$ cat src/hw/rtl/pzl_ram.sv
module pzl_ram #(
  parameter int unsigned Width = 8,
  parameter int unsigned Depth = 16
) (
  input  logic                     clk_i,
  input  logic                     we_i,
  input  logic [$clog2(Depth)-1:0] waddr_i,
  input  logic [Width-1:0]         wdata_i,
  input  logic                     re_i,
  input  logic [$clog2(Depth)-1:0] raddr_i,
  output logic [Width-1:0]         rdata_o
);

  logic [Width-1:0] mem_q [Depth];

  always_ff @(posedge clk_i) begin
    if (we_i) begin
      mem_q[waddr_i] <= wdata_i;
    end
    if (re_i) begin
      rdata_o <= mem_q[raddr_i];
    end
  end

endmodule

$ cat config.mk
export PLATFORM = sky130hd
export DESIGN_NAME = pzl_ram
export DESIGN_NICKNAME = d
export VERILOG_FILES = /design/src/hw/rtl/pzl_ram.sv
export SDC_FILE = /design/constraint.sdc
export NUM_CORES = 1
export LEC_CHECK = 0
export BUFFER_PORTS_ARGS = -buffer_cell sky130_fd_sc_hd__buf_4
export CAP_MARGIN = 20
export CORE_MARGIN = 2
export CORE_UTILIZATION = 50
export DETAILED_ROUTE_END_ITERATION = 7
export PLACE_DENSITY = 0.65
export SLEW_MARGIN = 20
export SYNTH_ARGS = -nofsm -noshare
export SYNTH_HDL_FRONTEND = slang
export SYNTH_SLANG_ARGS = --single-unit
$ cat constraint.sdc
create_clock -name clk_i -period 2 [get_ports clk_i]
set_clock_uncertainty 0.1 [all_clocks]
set_input_delay 0.2 -clock clk_i [delete_from_list [all_inputs] [get_ports clk_i]]
set_output_delay 0.2 -clock clk_i [all_outputs]
set_load 0.01 [all_outputs]
==> metrics.yaml, run 1 <==
synth_edf_count: 136
ys_types: 18
drive_above_1_share_pct: 30.8
ctsResizeCount: 0
r2r-start: "mem_q[9][0]"
place_area_mm2: 0.00571
insertion_delay_ns: 0.51
grt_pass1_wl_mm: 15.4
worstMarginPinSlew_ns: 0.360
drt_first_iter_violations: 240
portBuffers: 26
start_util_pct: 51.1
critPathRequiredTime_ns: 2.14
hold_class: "in2reg"
hold_violations: 0
n_antenna_cell: 0
synth_area_leaders: "edfxtp_1, mux4_2, mux4_1, a22oi_1, nor2_1"
switching_share_pct: 19.4
num_vias: 2525
path_max_fanout: 1
fin_area_mm2: 0.00640
hp-start: "waddr_i[0]"
seq_power_share_pct: 48.4
chipHeight_um: 106
firstDrtPassIters: 5
htreeDepth: 4
grtUsageTotal_pct: 19.6
setup_tns_ns: 0
viasPerCell: 5.69
r2r_end: "rdata_o[0]"
yosysTopAreaCellShare_pct: 78.1
regToRegSetupSlack_ns: 0.37
cts_tree: "yes"
hpwlAfterDp_mm: 6.50
netlist_area_mm2: 0.00523
synth_nets: 248
grt_pass1_vias: 2557
synthCells: 229
p_leak_nw: 2.18
yosysSeqAreaShare_pct: 78.1
cts_sinks: 136
powerDensity_mw_per_mm2: 1040
antenna_left: 0
holdPathStages: 3
ys_async_sr_fraction_pct: 0
io_pins: 27
place.gp.congestion: 0.787
synth_common_cells: "edfxtp_1, mux4_2, a22oi_1"
reg2reg_depth: 3
multiInputGateArea_mm2: 0.00106
wl_per_cell_um: 22.7
fillers: 693
slew_violations: 0
num_rows: 37
syn2layout_area_growth_pct: 22.4
ff_latch_area_mm2: 0.00408
grt_overflow: 0
crit_chain: "mux4_2 -> a22oi_1 -> nand2_1"
fin_hold_ws_ns: 0.110
drt-total-wl_mm: 10.1
die-area_mm2: 0.0113
clock_path_buffers: 2
finalSetupViolations: 0
critPathLaunch: "mem_q[9][0]"
ys_ff_latch: 136
period_needed_ns: 1.63
numCtsBuffers: 17
avgSynthCellArea_um2: 22.8
drcViolationCount: 0
clkTransAtPathRegs_ns: 0.06
outcome: "finished clean"
maxCapViolCount: 0
critical_path_class: "reg2reg"
vdd_drop_max_mv: 0.676
relSlewSlack_pct: 76.0
ys_warn_count: 0
end_kind: "register"
coreArea_mm2: 0.0102
rsz0062_at_grt: "false"
hold_path_end: "mem_q[8][0]"
die_w_um: 106
min_period_over_period_pct: 81.5
cpMaxStageDelayCell: "mux4_2"
synth_most_common_cell: "edfxtp_1"
combPwrFrac_pct: 5.1
fmax_mhz: 614
synth_ff_type: "edfxtp_1"
synth_area_leader_cell: "edfxtp_1"
grt_max_degree: 21
p_clk_share_pct: 46.5
slowest_delay_ns: 0.46
cp-start-kind: "register"
p_int_mw: 5.38
p_sw_mw: 1.29
cts_root_buffer: "clkbuf_8"
finish.net_count: 314
antenna_found_initial: 0
arrival_ns: 1.77
==> critical path, delay by kind of cell, from the launching register on <==
family	cells	cell delay (ns)
compound gates	1	0.32
flops	1	0.38
mux	1	0.46
simple gates	1	0.12
==> power groups by stage <==
| stage | logic, mW | clock network, mW | registers [mW] |
|---|---|---|---|
| floorplan | 0.162 | 0 | 3.29 |
| global placement | 0.323 | 0 | 3.29 |
| detailed placement | 0.328 | 0 | 3.29 |
| CTS | 0.344 | 3.15 | 3.23 |
| global route | 0.368 | 3.28 | 3.23 |
| finish | 0.337 | 3.11 | 3.23 |
==> metrics by stage <==
step / worst slack [ns] / instances / utilization [%] / power, mW
5_1_grt: 0.282 / 444 / 62.5 / 6.88
3_5_place_dp: 0.182 / 403 / 55.8 / 3.62
3_3_place_gp: 0.198 / 403 / 55.8 / 3.61
2_1_floorplan: 0.207 / 229 / - / 3.45
4_1_cts: 0.372 / 444 / 62.5 / 6.72
6_report: 0.370 / 444 / 62.5 / 6.67
==> worst max path at each step <==
stage / end
after floorplan: mem_q[0][0]
after global placement: rdata_o[2]
after detailed placement: rdata_o[4]
after CTS: rdata_o[0]
after global routing: rdata_o[5]
final: rdata_o[0]
==> repair_timing <==
item | in CTS | in global routing
hold endpoints to repair | 136 | 0
setup buffers | 0 | 0
hold buffers | 9 | 0
==> cells in the final DEF, fill, tap and decap left out, types with 2 or more instances in the layout <==
cell type	instances
mux4_2	18
dlygate4sd3_1	9
clkinv_2	2
clkinv_4	2
nor3_1	4
buf_12	3
mux4_1	14
nor2_1	13
clkinv_1	3
clkbuf_16	16
a22oi_1	16
nand2b_1	2
clkinvlp_4	3
nand3b_1	2
nand2_1	9
bufinv_16	4
buf_4	45
edfxtp_1	136
==> kinds of logic after synthesis <==
| family | count (synthesis) | share of synthesized area [%] |
|---|---|---|
| DFF | 136 | 78.1 |
| buffers and inverters | 10 | 1.65 |
| muxes | 32 | 14.8 |
| and+or+nand+nor | 35 | 3.14 |
| AOI/OAI and AO/OA | 16 | 2.30 |
==> state kept, by name, indices dropped and copies added (netlist names) <==
register and cells:
mem_q 128, rdata_o 8
==> layer usage <==
layer  GRT usage [%]  wire length [um]  vias to the layer above
met2            29.3              4930                       89
met3            5.21               564                        8
li1                -                 -                     1113
met5               0                 0                        -
met4            6.95               140                        0
met1            28.1              4430                     1315
==> final cells by class <==
class                      count  share of cell area [%]
sequential                   136                    63.8
multi-input combinational     83                    16.5
timing repair buffer          57                    7.63
clock buffer                  18                    6.53
clock inverter                14                    2.84
tap                          136                    2.66
No activity file was read; power rests on OpenSTA's default activity.
==> run 2, diff against run 1 <==
--- a/config.mk
+++ b/config.mk
@@ -5,12 +5,13 @@
 export SDC_FILE = /design/constraint.sdc
 export NUM_CORES = 1
 export LEC_CHECK = 0
+export ABC_AREA = 1
 export BUFFER_PORTS_ARGS = -buffer_cell sky130_fd_sc_hd__buf_4
 export CAP_MARGIN = 20
 export CORE_MARGIN = 2
 export CORE_UTILIZATION = 50
 export DETAILED_ROUTE_END_ITERATION = 7
-export PLACE_DENSITY = 0.65
+export PLACE_DENSITY = 0.68
 export SLEW_MARGIN = 20
 export SYNTH_ARGS = -nofsm -noshare
 export SYNTH_HDL_FRONTEND = slang
==> constraint.sdc (replaced) <==
create_clock -name clk_i -period 1.3 [get_ports clk_i]
set_clock_uncertainty 0.1 [all_clocks]
set_input_delay 0.13 -clock clk_i [delete_from_list [all_inputs] [get_ports clk_i]]
set_output_delay 0.13 -clock clk_i [all_outputs]
set_load 0.01 [all_outputs]
==> run 2 against run 1 <==
Net effect:
- critical path depth fell by 2
- setup slack got worse by 0.33 ns
- via count rose by 59%
- sequential cell count did not move
- sequential power rose by 54%
- non-clock buffer count rose by 6
- worst hold slack got worse by 0.10 ns
- clock-buffer cell count did not move
- die area rose by 11%
- utilization fell by 1.4 points
- synthesized area rose by 12%
- critical path type is now reg2out
- largest power group unchanged
- highest routed layer unchanged
==> metrics.yaml, run 2 <==
regToRegSetupSlack_ns: 0.05
fmax_mhz: 795
fin_area_mm2: 0.00698
drive_above_1_share_pct: 13.7
clkTransAtPathRegs_ns: 0.06
hold_violations: 0
grt_max_degree: 47
synth_ff_type: "edfxtp_1"
drt-total-wl_mm: 13.4
netlist_area_mm2: 0.00585
postLayoutCoreUtil_pct: 61.2
hold_class: "in2reg"
insertion_delay_ns: 0.42
drt_first_iter_violations: 339
fillers: 938
slew_violations: 0
multiInputGateArea_mm2: 0.00122
start_util_pct: 51.2
dp.cells: 724
powerDensity_mw_per_mm2: 1490
portBuffers: 26
place.gp.congestion: 0.837
n_antenna_cell: 0
syn2layout_area_growth_pct: 19.5
rsz0062_at_grt: "false"
yosysSeqAreaShare_pct: 69.8
ys_warn_count: 0
synth_edf_count: 136
min_period_over_period_pct: 96.7
synth_nets: 570
p_leak_nw: 3.02
place_area_mm2: 0.00630
critPathLaunch: "rdata_o[5]"
critPathRequiredTime_ns: 1.07
ff_latch_area_mm2: 0.00408
synth_common_cells: "nand2_1, edfxtp_1, inv_1"
cpMaxStageDelayCell: "edfxtp_1"
viasPerCell: 5.25
io_pins: 27
top_register: "mem_q"
grtUsageTotal_pct: 22.2
ys_ff_latch: 136
pre_cts_ws_ns: -0.174
crit_chain: "buf_4"
grt_pass1_wl_mm: 20.8
hpwlAfterDp_mm: 8.31
antenna_left: 0
fin_cells: 765
cts_tree: "yes"
synth_most_common_cell: "nand2_1"
synth_area_leaders: "edfxtp_1, nand2_1, nand3_1, inv_1, buf_6"
numCtsBuffers: 17
final_cell_mix: "nand2_1, edfxtp_1, inv_1, nand3_1, buf_4"
slowest_delay_ns: 0.44
critical_path.top_delay_family: "flip-flops"
clock_path_buffers: 2
ys_types: 11
largest_reg_flops: 128
cp-start-kind: "register"
grt_pass1_vias: 3919
finalSetupViolations: 0
cts_sinks: 136
outcome: "finished clean"
grt_overflow: 0
synth_area_leader_cell: "edfxtp_1"
final_common_cell: "nand2_1"
num_rows: 39
worstMarginPinSlew_ns: 0.643
firstDrtPassIters: 4
setup_slack_ns: 0.0427
cp.buffers_inverters: 1
top_regs: "mem_q: 128 flops, rdata_o: 8 flops"
critical_path_class: "reg2out"
die_w_um: 112
coreArea_mm2: 0.0114
yosysTopAreaCellShare_pct: 69.8
relSlewSlack_pct: 57.1
chipHeight_um: 112
synthCells: 551
end_kind: "output pin"
arrival_ns: 1.03
path_max_fanout: 1
cts_root_buffer: "clkbuf_16"
cts_setup_buffers: 0
vdd_drop_max_mv: 0.881
avgSynthCellArea_um2: 10.6
ys_async_sr_fraction_pct: 0
htreeDepth: 4
r2r-start: "mem_q[8][3]"
maxCapViolCount: 0
num_vias: 4015
hp-start: "wdata_i[3]"
finish.net_count: 628
drcViolationCount: 0
wl_per_cell_um: 17.5
antenna_found_initial: 0
die-area_mm2: 0.0126
period_needed_ns: 1.26
## run 2: cell count changes after synthesis, moves of 2 or more
cell,before,now
nor3_1,4,0
inv_1,0,100
mux4_2,18,0
buf_2,3,13
inv_2,0,2
nand3_1,1,97
nor2_1,13,17
buf_4,1,4
a22oi_1,16,0
nand2b_1,2,0
mux4_1,14,0
buf_6,3,6
clkdlybuf4s25_2,3,0
nand2_1,9,173
## run 2: cell families (layout without fill, tap and decap cells)
family / Yosys count / in the layout / synth area share [%]
buffers and inverters: 126 / 197 / 9.39
and+or+nand+nor: 289 / 289 / 20.8
DFF: 136 / 136 / 69.8
## run 2: worst paths after layout
| check | end | cells past startpoint |
|---|---|---|
| worst min-delay path | mem_q[9][3] | 1 |
| worst max register to register | rdata_o[3] | 6 |
| worst min register to register | rdata_o[1] | 6 |
| worst max-delay path | rdata_o[5] | 1 |
## run 2: repair_timing
item / 4_1_cts / 5_1_grt
resized for setup: 0 / 1
hold buffers: 9 / 0
endpoints found under the setup margin: 0 / 1
hold endpoints to repair: 108 / 0
## run 2: per-stage QoR
| stage | hold WS (ns) | power (mW) | setup TNS (ns) |
|---|---|---|---|
| final | 0.00666 | 10.4 | 0 |
| after global routing | 0.00313 | 10.7 | 0 |
| after CTS | 0.00910 | 10.4 | 0 |
| after detailed placement | 0.339 | 5.72 | -1.16 |
| after global placement | 0.334 | 5.70 | -0.973 |
| after floorplan | 0.129 | 5.41 | 0 |
## run 2: cell type report
class / instances / area share, %
flip-flops and latches: 136 / 58.5
multi-input cells: 289 / 17.4
repair buffers: 63 / 7.63
clock buffers: 18 / 6.14
inverters: 102 / 5.48
well taps: 143 / 2.56
clock inverters: 14 / 2.26
## run 2: where the power goes
group,switching (mW),internal (mW)
Sequential,0.0344,4.94
Clock,1.75,2.98
Combinational,0.437,0.238
Total,2.22,8.16
## run 2: layer usage
metal	vias to the layer above	wire length, um	track usage, %
met5	-	0	0
met4	0	246	8.37
met3	20	1020	4.27
met2	173	6570	35.9
met1	1924	5550	30.4
li1	1898	-	-
